### src/rtl/vcde_pkg.sv
// Package for the voxel cube draw engine: command codes, sequencer states,
// row-operation types and helper functions. No dependencies.
package vcde_pkg;

  localparam int EdgeLen  = 8;
  localparam int RowCount = EdgeLen * EdgeLen;
  localparam int RowAw    = $clog2(RowCount);
  localparam int CoordW   = $clog2(EdgeLen);

  typedef logic [EdgeLen-1:0] row_t;
  typedef logic [RowAw-1:0]   raddr_t;
  typedef logic [CoordW-1:0]  coord_t;

  typedef enum logic [4:0] {
    ACT_SET      = 5'd0,
    ACT_CLEAR    = 5'd1,
    ACT_FLIP     = 5'd2,
    ACT_GET      = 5'd3,
    ACT_LEVEL    = 5'd4,
    ACT_PLANE_ON = 5'd5,
    ACT_PLANE_OFF= 5'd6,
    ACT_FILL     = 5'd7,
    ACT_BOX_FILL = 5'd8,
    ACT_BOX_WALL = 5'd9,
    ACT_BOX_WIRE = 5'd10,
    ACT_SHIFT    = 5'd11,
    ACT_MIRROR_X = 5'd12,
    ACT_MIRROR_Y = 5'd13,
    ACT_MIRROR_Z = 5'd14,
    ACT_SC_SET   = 5'd15,
    ACT_SC_CLEAR = 5'd16,
    ACT_SC_FILL  = 5'd17,
    ACT_COPY     = 5'd18
  } action_t;

  typedef enum logic [1:0] {
    AXIS_X = 2'd0,
    AXIS_Y = 2'd1,
    AXIS_Z = 2'd2,
    AXIS_NONE = 2'd3
  } axis_t;

  typedef enum logic [2:0] {
    ST_IDLE,
    ST_CLEAR,
    ST_SNAP,
    ST_READ,
    ST_WRITE,
    ST_DONE
  } state_t;

  // Per-row operation applied by the shared row unit.
  typedef enum logic [2:0] {
    OP_KEEP,
    OP_OR,
    OP_ANDN,
    OP_XOR,
    OP_LOAD,
    OP_SHL,
    OP_SHR,
    OP_REV
  } rowop_t;

  typedef struct packed {
    rowop_t op;
    row_t   mask;
  } rowcmd_t;

  function automatic row_t bit_of(input coord_t x);
    row_t r;
    r = '0;
    r[x] = 1'b1;
    return r;
  endfunction

  function automatic row_t span(input coord_t lo, input coord_t hi);
    row_t r;
    r = '0;
    for (int k = 0; k < EdgeLen; k++) begin
      r[k] = (coord_t'(k) >= lo) && (coord_t'(k) <= hi);
    end
    return r;
  endfunction

  function automatic logic in_range(input logic signed [4:0] v);
    return (v >= 0) && (v < EdgeLen);
  endfunction

endpackage

### src/rtl/vcde_row_unit.sv
// Shared row unit of the voxel cube draw engine: applies one row operation
// to one row byte. Depends on vcde_pkg.
module vcde_row_unit import vcde_pkg::*; (
  input  rowcmd_t cmd,
  input  row_t    din,
  input  row_t    load,
  output row_t    dout
);

  always_comb begin
    case (cmd.op)
      OP_KEEP: dout = din;
      OP_OR:   dout = din | cmd.mask;
      OP_ANDN: dout = din & ~cmd.mask;
      OP_XOR:  dout = din ^ cmd.mask;
      OP_LOAD: dout = load;
      OP_SHL:  dout = {din[EdgeLen-2:0], 1'b0};
      OP_SHR:  dout = {1'b0, din[EdgeLen-1:1]};
      OP_REV:  dout = {<<{din}};
      default: dout = din;
    endcase
  end

endmodule

### src/rtl/voxel_cube_draw_engine.sv
// Top level of the voxel cube draw engine: command sequencer, display, scratch and
// snapshot row memories. Depends on vcde_pkg and vcde_row_unit.
//
// Usage: after reset the engine sweeps both stores clear with busy high. Each
// command is taken when start is high and busy low, and gives one result
// strobe with voxel_bit. A command walks all 64 rows through a single
// read-modify-write row unit, reading and then writing each row, after a
// snapshot pass of the display store for shift and y or z mirror commands.
// The result cannot be stalled; take it in the cycle that done is high.
module voxel_cube_draw_engine import vcde_pkg::*; (
  input  logic              clk,
  input  logic              rst,
  input  logic              start,
  output logic              busy,
  output logic              done,
  input  logic [4:0]        action,
  input  logic signed [4:0] first_x,
  input  logic signed [4:0] first_y,
  input  logic signed [4:0] first_z,
  input  logic signed [4:0] second_x,
  input  logic signed [4:0] second_y,
  input  logic signed [4:0] second_z,
  input  logic [1:0]        axis,
  input  logic              direction,
  input  logic [7:0]        pattern,
  input  logic signed [4:0] plane_index,
  input  logic              level,
  output logic              voxel_bit
);

  row_t disp_mem [RowCount];
  row_t scr_mem  [RowCount];
  row_t snap_mem [RowCount];

  state_t state, state_next;
  logic [RowAw:0] cnt, cnt_next;

  // captured request
  logic [4:0] act;
  coord_t px, py, pz, lx, hx, ly, hy, lz, hz, pp;
  logic pt_ok, box_ok, pl_ok, dir, lvl;
  axis_t ax;
  row_t pat;

  raddr_t ra;
  coord_t ry, rz;
  row_t disp_q, scr_q, snap_q, wr_row, load_row;
  rowcmd_t cmd;
  logic get_bit;
  logic snap_we, disp_we, scr_we;
  raddr_t snap_ra;
  raddr_t snap_wa;
  logic snap_wr;

  assign ra = cnt[RowAw-1:0];
  assign ry = ra[CoordW-1:0];
  assign rz = ra[RowAw-1:CoordW];

  always_ff @(posedge clk) begin
    if (rst) begin
      state <= ST_CLEAR;
      cnt   <= '0;
    end else begin
      state <= state_next;
      cnt   <= cnt_next;
    end
  end

  always_ff @(posedge clk) begin
    if (state == ST_IDLE && start) begin
      act    <= action;
      px     <= first_x[CoordW-1:0];
      py     <= first_y[CoordW-1:0];
      pz     <= first_z[CoordW-1:0];
      lx     <= (first_x < second_x) ? first_x[CoordW-1:0] : second_x[CoordW-1:0];
      hx     <= (first_x < second_x) ? second_x[CoordW-1:0] : first_x[CoordW-1:0];
      ly     <= (first_y < second_y) ? first_y[CoordW-1:0] : second_y[CoordW-1:0];
      hy     <= (first_y < second_y) ? second_y[CoordW-1:0] : first_y[CoordW-1:0];
      lz     <= (first_z < second_z) ? first_z[CoordW-1:0] : second_z[CoordW-1:0];
      hz     <= (first_z < second_z) ? second_z[CoordW-1:0] : first_z[CoordW-1:0];
      pt_ok  <= in_range(first_x) && in_range(first_y) && in_range(first_z);
      box_ok <= in_range(first_x) && in_range(first_y) && in_range(first_z) &&
                in_range(second_x) && in_range(second_y) && in_range(second_z);
      pl_ok  <= in_range(plane_index);
      pp     <= plane_index[CoordW-1:0];
      ax     <= axis_t'(axis);
      dir    <= direction;
      lvl    <= level;
      pat    <= pattern;
    end
  end

  // snapshot source row for shift and mirror along y or z
  always_comb begin
    snap_ra = ra;
    case (act)
      ACT_MIRROR_Y: snap_ra = {rz, coord_t'(EdgeLen - 1) - ry};
      ACT_MIRROR_Z: snap_ra = {coord_t'(EdgeLen - 1) - rz, ry};
      ACT_SHIFT: begin
        if (ax == AXIS_Y) snap_ra = {rz, dir ? ry - 1'b1 : ry + 1'b1};
        if (ax == AXIS_Z) snap_ra = {dir ? rz - 1'b1 : rz + 1'b1, ry};
      end
      default: snap_ra = ra;
    endcase
  end

  // snapshot writes the registered display row in the cycle after its read
  always_ff @(posedge clk) begin
    disp_q  <= disp_mem[ra];
    scr_q   <= scr_mem[ra];
    snap_q  <= snap_mem[snap_ra];
    snap_wa <= ra;
    if (snap_wr) snap_mem[snap_wa] <= disp_q;
  end

  always_ff @(posedge clk) begin
    if (rst) snap_wr <= 1'b0;
    else snap_wr <= snap_we;
  end

  // reset sweep writes zero to both stores
  always_ff @(posedge clk) begin
    if (state == ST_CLEAR && !cnt[RowAw]) begin
      disp_mem[ra] <= '0;
      scr_mem[ra]  <= '0;
    end else begin
      if (disp_we) disp_mem[ra] <= wr_row;
      if (scr_we)  scr_mem[ra]  <= wr_row;
    end
  end

  // per-row operation for the current command
  always_comb begin
    logic hit, ybox, zbox, yedge, zedge, edge_src;
    hit   = pt_ok && (ry == py) && (rz == pz);
    ybox  = (ry >= ly) && (ry <= hy);
    zbox  = (rz >= lz) && (rz <= hz);
    yedge = (ry == ly) || (ry == hy);
    zedge = (rz == lz) || (rz == hz);
    edge_src = 1'b1;
    load_row = '0;
    cmd = '{op: OP_KEEP, mask: '0};
    case (act)
      ACT_SET, ACT_SC_SET: if (hit) cmd = '{op: OP_OR, mask: bit_of(px)};
      ACT_CLEAR, ACT_SC_CLEAR: if (hit) cmd = '{op: OP_ANDN, mask: bit_of(px)};
      ACT_FLIP: if (hit) cmd = '{op: OP_XOR, mask: bit_of(px)};
      ACT_LEVEL: if (hit) cmd = '{op: lvl ? OP_OR : OP_ANDN, mask: bit_of(px)};
      ACT_PLANE_ON, ACT_PLANE_OFF: begin
        if (pl_ok) begin
          if (ax == AXIS_X)
            cmd = '{op: (act == ACT_PLANE_ON) ? OP_OR : OP_ANDN, mask: bit_of(pp)};
          else if ((ax == AXIS_Y && ry == pp) || (ax == AXIS_Z && rz == pp))
            cmd = '{op: OP_LOAD, mask: '0};
        end
      end
      ACT_FILL, ACT_SC_FILL, ACT_COPY: cmd = '{op: OP_LOAD, mask: '0};
      ACT_BOX_FILL: if (box_ok && ybox && zbox) cmd = '{op: OP_OR, mask: span(lx, hx)};
      ACT_BOX_WALL: begin
        if (box_ok && ybox && zbox) begin
          if (yedge || zedge) cmd = '{op: OP_LOAD, mask: '0};
          else cmd = '{op: OP_OR, mask: bit_of(lx) | bit_of(hx)};
        end
      end
      ACT_BOX_WIRE: begin
        if (box_ok) begin
          if (yedge && zedge) cmd = '{op: OP_LOAD, mask: '0};
          else if ((ybox && zedge) || (zbox && yedge))
            cmd = '{op: OP_OR, mask: bit_of(lx) | bit_of(hx)};
        end
      end
      ACT_SHIFT: begin
        if (ax == AXIS_X) cmd = '{op: dir ? OP_SHL : OP_SHR, mask: '0};
        else if (ax != AXIS_NONE) cmd = '{op: OP_LOAD, mask: '0};
      end
      ACT_MIRROR_X: cmd = '{op: OP_REV, mask: '0};
      ACT_MIRROR_Y, ACT_MIRROR_Z: cmd = '{op: OP_LOAD, mask: '0};
      default: cmd = '{op: OP_KEEP, mask: '0};
    endcase
    case (act)
      ACT_PLANE_ON:  load_row = '1;
      ACT_FILL, ACT_SC_FILL: load_row = pat;
      ACT_COPY:      load_row = scr_q;
      ACT_BOX_WALL, ACT_BOX_WIRE: load_row = span(lx, hx);
      ACT_MIRROR_Y, ACT_MIRROR_Z: load_row = snap_q;
      ACT_SHIFT: begin
        if (ax == AXIS_Y)
          edge_src = dir ? (ry != '0) : (ry != coord_t'(EdgeLen - 1));
        else
          edge_src = dir ? (rz != '0) : (rz != coord_t'(EdgeLen - 1));
        load_row = edge_src ? snap_q : '0;
      end
      default: load_row = '0;
    endcase
  end

  logic sc_target;
  row_t unit_in;
  assign sc_target = (act == ACT_SC_SET) || (act == ACT_SC_CLEAR) || (act == ACT_SC_FILL);
  assign unit_in = sc_target ? scr_q : disp_q;

  vcde_row_unit u_row (
    .cmd  (cmd),
    .din  (unit_in),
    .load (load_row),
    .dout (wr_row)
  );

  always_ff @(posedge clk) begin
    if (rst || state == ST_IDLE) get_bit <= 1'b0;
    else if (state == ST_WRITE && act == ACT_GET && pt_ok && ry == py && rz == pz)
      get_bit <= disp_q[px];
  end

  always_comb begin
    logic snap_needed;
    state_next = state;
    cnt_next   = cnt;
    snap_we = 1'b0;
    disp_we = 1'b0;
    scr_we  = 1'b0;
    busy    = 1'b1;
    done    = 1'b0;
    snap_needed = (action == ACT_MIRROR_Y) || (action == ACT_MIRROR_Z) ||
                  (action == ACT_SHIFT);
    case (state)
      ST_CLEAR: begin
        // sweep both stores to zero, one row a cycle
        cnt_next = cnt + 1'b1;
        if (cnt[RowAw]) begin
          state_next = ST_IDLE;
          cnt_next = '0;
        end
      end
      ST_IDLE: begin
        busy = 1'b0;
        cnt_next = '0;
        if (start) state_next = snap_needed ? ST_SNAP : ST_READ;
      end
      ST_SNAP: begin
        // a final step with the snapshot write off lets the last row land in the snapshot
        snap_we = !cnt[RowAw];
        cnt_next = cnt + 1'b1;
        if (cnt[RowAw]) begin
          cnt_next = '0;
          state_next = ST_READ;
        end
      end
      ST_READ: state_next = ST_WRITE;
      ST_WRITE: begin
        disp_we = !sc_target && (cmd.op != OP_KEEP);
        scr_we  = sc_target && (cmd.op != OP_KEEP);
        cnt_next = cnt + 1'b1;
        state_next = ST_READ;
        if (cnt == (RowAw+1)'(RowCount - 1)) begin
          cnt_next = '0;
          state_next = ST_DONE;
        end
      end
      ST_DONE: begin
        done = 1'b1;
        state_next = ST_IDLE;
      end
      default: state_next = ST_IDLE;
    endcase
  end

  assign voxel_bit = done & get_bit;

`ifndef SYNTHESIS
  a_busy_done: assert property (@(posedge clk) disable iff (rst) done |-> busy)
    else $error("done without busy");
  a_done_idle: assert property (@(posedge clk) disable iff (rst) done |=> !busy)
    else $error("not idle after done");
  a_bit_only_done: assert property (@(posedge clk) disable iff (rst)
    voxel_bit |-> done) else $error("voxel_bit outside done");
  a_start_busy: assert property (@(posedge clk) disable iff (rst)
    (start && !busy) |=> busy) else $error("request not taken");
`endif

endmodule

### config.mk
export PLATFORM = sky130hd
export DESIGN_NAME = voxel_cube_draw_engine
export DESIGN_NICKNAME = d
export VERILOG_FILES = /design/src/rtl/vcde_pkg.sv /design/src/rtl/vcde_row_unit.sv /design/src/rtl/voxel_cube_draw_engine.sv
export SDC_FILE = /design/constraint.sdc
export NUM_CORES = 2
export LEC_CHECK = 0
export ABC_AREA = 1
export ABC_CLOCK_PERIOD_IN_PS = 7900
export BUFFER_PORTS_ARGS = -buffer_cell sky130_fd_sc_hd__buf_2
export CORE_MARGIN = 2
export CORE_UTILIZATION = 37
export DETAILED_ROUTE_END_ITERATION = 10
export PLACE_DENSITY_LB_ADDON = 0.15
export RECOVER_POWER = 100
export SLEW_MARGIN = 20
export SYNTH_ARGS = -nofsm -noshare
export SYNTH_HDL_FRONTEND = slang
export SYNTH_SLANG_ARGS = --single-unit
### constraint.sdc
create_clock -name clk -period 7.9 [get_ports clk]
set_input_delay 0 -clock clk [delete_from_list [all_inputs] [get_ports clk]]
set_output_delay 0 -clock clk [all_outputs]
set_load 0.03 [all_outputs]
**After elaboration in Yosys (flattened, before gate mapping)**

Memories as Yosys holds them, arrays and structs flattened. A register that Yosys moved wholly into a read port is not among the register bits.
Cells that the tools add are included.

- Input bits: 55
- Memory bits (writable): 1536
- Register bits after elaboration: 68
- Memories kept: 3
- Output and inout bits: 3
- Logic and storage cells: 283

- Reductions and logical operators: 73
- Order comparisons: 45
- $add $sub $neg: 7
- Bitwise gates (word level): 9
- Equality and inequality tests: 50
- Multiplexer cells: 73

Memories:

| name | depth | bits a word | read ports | clocked after Yosys merged registers in | write ports | RTL line | RTL |
|---|---|---|---|---|---|---|---|
| disp_mem | 64 | 8 | 1 | 1 | 1 | voxel_cube_draw_engine.sv:31 | `row_t disp_mem [RowCount];` |
| scr_mem | 64 | 8 | 1 | 1 | 1 | voxel_cube_draw_engine.sv:32 | `row_t scr_mem [RowCount];` |
| snap_mem | 64 | 8 | 1 | 1 | 1 | voxel_cube_draw_engine.sv:33 | `row_t snap_mem [RowCount];` |

Operator list:

| kind | number |
|---|---|
| one-hot mux 11 bit (11 select lines) | 1 |
| 2-to-1 mux 11 bit | 9 |
| one-hot mux 8 bit (8 select lines) | 1 |
| == test 5 x 4 -> 1 bit, second input constant | 11 |
| one-hot mux 8 bit (6 select lines) | 1 |
| logical AND 1 bit | 43 |
| 2-to-1 mux 3 bit | 13 |
| greater-or-equal comparator 5 x 1 -> 1 bit, second input constant | 7 |
| < comparator 5 bit, second input constant | 7 |
| 2-to-1 mux 8 bit | 4 |
| 2-to-1 mux 10 bit | 3 |
| 2-to-1 mux 9 bit | 3 |
| == test 3 bit | 8 |
| 2-to-1 mux 1 bit | 24 |
| one-hot mux 7 bit (3 select lines) | 1 |
| == test 5 x 3 -> 1 bit, second input constant | 4 |
| == test 3 bit, second input constant | 6 |
| one-hot mux 6 bit (3 select lines) | 1 |
| < comparator 3 x 4 -> 1 bit, second input constant | 4 |
| OR 8 bit | 2 |
| OR reduction 2 bit | 8 |
| == test 5 bit, second input constant | 3 |
| < comparator 5 bit | 3 |
| one-hot mux 3 bit (5 select lines) | 1 |
| other kinds (41) | 89 |

**Depth between registers and ports, before layout**

- Word-level depth: 16
- Gate-level depth with buffers: 23
- Gate-level depth less buffers: 21

**Cells and area by module**

A second synthesis with hierarchy kept.

- Cells, all modules: 5533
- Area, all modules: 67875.1 um^2

Modules (own cells, without submodules):

| module | cells each | times used | seq. area each (um^2) | area each (um^2) |
|---|---|---|---|---|
| voxel_cube_draw_engine | 5372 | 1 | 48466.5 | 66983.0 |
| vcde_row_unit | 161 | 1 | 0.0 | 892.1 |

**Worst setup path before layout**

Ideal clock, no wire load.

- Path type: reg2reg
- Start point: reg cnt[3]
- End point: mem disp_mem[0][4] (netlist bit), data pin
- Cell stages (with the launch flop): 22
- Library setup time: 500 ps
- Buffers on the path: 2
- Data required time: 7400 ps
- Setup slack: 3341 ps
- Arrival: 4059 ps
- Clock period less this slack: 4559 ps
- Cells stage by stage: dfxtp_1 -> buf_2 -> inv_2 -> buf_4 -> ha_1 -> nand3_1 -> nand3_1 -> nand3_1 -> nor2_1 -> nand4_1 -> nand2_1 -> inv_1 -> a21oi_1 -> a211oi_1 -> ha_1 -> inv_1 -> nand4_1 -> nand2_1 -> nor2_1 -> nand3_1 -> nand2_1 -> nor2_1

- Cells in the longest elaborated chain, start to end: 15
- Elaborated cells between the ends (all ways): 58
- Those cells by class: order compare: 2; eq/ne: 12; mux: 25; bitwise: 4; reduce/logical: 15

RTL lines:

| item | RTL line | RTL |
|---|---|---|
| start, declared | voxel_cube_draw_engine.sv:36 | `logic [RowAw:0] cnt, cnt_next;` |
| start signal, assigned | voxel_cube_draw_engine.sv:65 | `cnt <= cnt_next;` |
| greater-or-equal comparator 3 bit (tied with other cells) | voxel_cube_draw_engine.sv:137 | `zbox = (rz >= lz) && (rz <= hz);` |
| logical AND 1 bit / logical OR 1 bit (equally long branches) | voxel_cube_draw_engine.sv:137, voxel_cube_draw_engine.sv:139 |  |
| logical AND 1 bit | voxel_cube_draw_engine.sv:167 | `else if ((ybox && zedge) \|\| (zbox && yedge))` |
| logical OR 1 bit | voxel_cube_draw_engine.sv:167 |  |
| 2-to-1 mux 9 bit | voxel_cube_draw_engine.sv:167 |  |
| 2-to-1 mux 11 bit | voxel_cube_draw_engine.sv:166 | `if (yedge && zedge) cmd = '{op: OP_LOAD, mask: '0};` |
| 2-to-1 mux 11 bit | voxel_cube_draw_engine.sv:165 | `if (box_ok) begin` |
| one-hot mux 11 bit (11 select lines) | voxel_cube_draw_engine.sv:143 | `case (act)` |
| nonzero test 3 bit | voxel_cube_draw_engine.sv:250 | `disp_we = !sc_target && (cmd.op != OP_KEEP);` |
| logical AND 1 bit | voxel_cube_draw_engine.sv:250 |  |
| 2-to-1 mux 1 bit | voxel_cube_draw_engine.sv:225 | `case (state)` |
| 2-to-1 mux 1 bit | voxel_cube_draw_engine.sv:127 | `if (disp_we) disp_mem[ra] <= wr_row;` |
| 2-to-1 mux 1 bit | voxel_cube_draw_engine.sv:123 | `if (state == ST_CLEAR && !cnt[RowAw]) begin` |
| 2-to-1 mux 1 bit (implied by the code) | voxel_cube_draw_engine.sv:127 |  |
| 2-to-1 mux 8 bit (no source line) * | n/a |  |
| end, declared | voxel_cube_draw_engine.sv:31 |  |

Every way passes the cells marked *; elsewhere a longest branch is shown, timed or not. The select of a mux whose other input is x is not followed.

==> impl_metrics.json <==
{
  "min_path_type": "in2reg",
  "cts_sinks": 1628,
  "register_area_um2": 48500,
  "power_density_nw_per_um2": 318,
  "crit_required_ns": 8.59,
  "grt_pass1_wl_um": 286000,
  "insertion_delay_ns": 0.82,
  "power.total_mw": 23.9,
  "synthFlopType": "edfxtp_1",
  "antenna_found_initial": 2,
  "core_um2": 179000,
  "syn_nets": 5207,
  "postRouteAntennaNets": 0,
  "avgViaCountPerCell": 5.44,
  "fin_tns_setup_ns": 0,
  "drv_cap": 46,
  "clockBufferDepth": 3,
  "criticalPathCategory": "reg2reg",
  "maxClockFrequency_mhz": 160,
  "met1_usage_pct": 28.9,
  "final_cell_mix": "edfxtp_1, nand2_1, nand3_1",
  "ff2ff_path_depth": 9,
  "worst_ep_arrival_time_ns": 6.95,
  "ir_drop_v": 0.000204,
  "worst_pin_slew_ns": 3.60,
  "final_max_slew_viol_count": 854,
  "fp.dieW_um": 428,
  "place_area_um2": 69400,
  "cp_max_fo": 41,
  "synth_warnings": 0,
  "fin_skew_ns": 0.0430,
  "whs_path_depth": 4,
  "gp_congestion": 0.880,
  "cts_htree_levels": 4,
  "cts_tree": "done",
  "post-cts-setup-buffers": 0,
  "final_core_util_pct": 42.0,
  "r2r-start": "cnt[2]",
  "r2r_end": "scr_q[7]",
  "wl_per_cell_um": 25.3,
  "cts_hold_buf": 96,
  "reg2reg_slack_ns": 1.64,
  "root_buffer": "clkbuf_16",
  "overflow": 0,
  "power.leakage_nw": 23.7,
  "drive_gt1_share_pct": 7.93,
  "path_clk_slew_ns": 0.07,
  "finalSetupViolations": 0,
  "rows": 155,
  "min_to": "hy[0]",
  "start_util_pct": 37.3,
  "routed_wl_um": 196000,
  "synth_edf_count": 1586,
  "hold_viol": 0,
  "dp_hpwl_um": 111000,
  "synth.distinct_cells": 58,
  "syn_inst": 5106,
  "globalRouteMet2Util_pct": 34.6,
  "endpoint_kind": "register",
  "finalCritPeriodShare_pct": 79.2,
  "postCtsResizedCells": 0,
  "grt_max_degree": 174,
  "multi_input_area_um2": 15400,
  "status": "complete, but fails checks",
  "dr.pass1.iters": 6,
  "synth_area_um2": 66600,
  "busiest_layer": "met2",
  "final_common_cell": "edfxtp_1",
  "cts_made_buffers": 171,
  "io_buffers": 57,
  "grt_pass1_vias": 40800,
  "die_h_um": 428,
  "worstHoldStart": "second_y[0]",
  "syn_to_final_growth_pct": 12.7,
  "drc": 0,
  "die-area_um2": 184000,
  "ys_ff_latch": 1628,
  "ys_seq_area_share_pct": 72.7,
  "vias": 42000,
  "nets": 5321,
  "stdcell_area_um2": 75100,
  "violations": "max-capacitance violations, max-slew violations",
  "maxSlewHeadroom_pct": -140,
  "drt_iter0_markers": 3840,
  "io_pins": 58,
  "syn_avg_cell_area_um2": 13.1,
  "grtUsageMet3_pct": 2.69,
  "grt_usage_pct": 20.9,
  "ys_async_sr_fraction_pct": 0,
  "rsz0062_at_grt": "no",
  "start_kind": "register",
  "fin_crit_ns": 6.26,
  "fillers": 16400
}
-- area by class of cell --
cell class / instances / area share (%)
Timing Repair Buffer: 237 / 2.48
Clock inverter: 93 / 1.39
Tap cell: 2355 / 3.92
Inverter: 221 / 1.15
Antenna cell: 1 / 0.00333
Sequential cell: 1628 / 64.5
Clock buffer: 221 / 6.04
Multi-Input combinational cell: 2961 / 20.5
-- Yosys cell counts, drive strengths merged (3+ instances only) --
cell     instances  share of area, %
a2111oi          4             0.053
a211oi           4             0.045
a21o             4             0.045
a21oi           67              0.54
a221oi         120               1.6
a22o            51              0.67
a22oi          137               1.5
a31oi            4             0.038
buf            214               1.9
clkbuf          82              0.46
clkinv           5             0.028
dfxtp           42               1.3
edfxtp        1586                71
ha              44              0.83
inv            216               1.2
nand2         1097               6.2
nand3          779               6.0
nand4          147               1.4
nor2           190               1.1
nor3           140               2.0
nor3b            3             0.034
nor4            12              0.11
o2111ai          6             0.079
o211ai           4             0.045
o21ai           77              0.58
o21bai           4             0.045
o22ai           10             0.094
o2bb2ai         21              0.28
o31ai            9              0.10
or2             12              0.11
-- state kept, by name, indices dropped and copies added, names as in the netlist, 5 cells and up --
signal,flops
disp_mem,512
cnt,7
act,5
snap_mem,512
pat,8
scr_q,8
disp_q,8
snap_q,8
snap_wa,6
scr_mem,512
-- how the worst max path moves through the flow --
stage | startpoint | depth (start not counted) | endpoint | slack [ns]
finish | cnt[2] | 9 | scr_q[7] | 1.64
global route | cnt[0] | 14 | disp_mem[53][6] | 1.36
CTS | cnt[0] | 15 | disp_mem[55][6] | 3.05
detailed placement | cnt[0] | 15 | disp_mem[51][6] | 3.09
global placement | cnt[3] | 14 | scr_mem[2][0] | 3.06
floorplan | cnt[3] | 21 | disp_mem[0][4] | 3.34
-- through the flow --
stage | std cells | worst slack (ns) | hold slack (ns)
floorplan | 5106 | 3.34 | 0.0785
global placement | 7305 | 3.06 | 0.180
detailed placement | 7306 | 3.09 | 0.178
CTS | 7716 | 3.05 | 0.0187
global route | 7716 | 1.36 | 0.0958
finish | 7717 | 1.64 | 0.0738
-- layer usage --
layer / vias to the layer above / wire (µm)
met4: 0 / 4820
met2: 1137 / 95700
li1: 19200 / -
met3: 264 / 9020
met1: 21300 / 86000
met5: - / 0
-- critical path, stage by stage, from the launching register on --
cell and delay, ns:
dfxtp_1 0.86, inv_2 0.28, nand3_1 0.15, clkbuf_1 1.81, inv_4 0.69, buf_4 0.60, a22o_1 0.31, o31ai_1 0.48
nand4_1 0.42, or2_2 0.44
-- cell families (layout without fill, tap and decap cells) --
| group | Yosys count | in the layout | synth area share, % |
|---|---|---|---|
| buffers and inverters | 517 | 772 | 3.59 |
| and+or+nand+nor | 2383 | 2383 | 16.9 |
| xor gates and xnor gates | 1 | 1 | 0.0131 |
| AOI/OAI and AO/OA | 530 | 530 | 5.83 |
| DFF | 1628 | 1628 | 72.7 |
| other | 0 | 1 | 0 |
| adders and majority gates | 47 | 47 | 0.901 |
-- report_power, final --
group	internal, mW	switching [mW]	leakage (nW)	total, mW
Clock	4.58	3.44	2.71	8.02
Sequential	10.1	0.369	12.8	10.5
Combinational	1.47	3.94	8.18	5.41
Note: power is estimated with default switching activity, not from simulation.
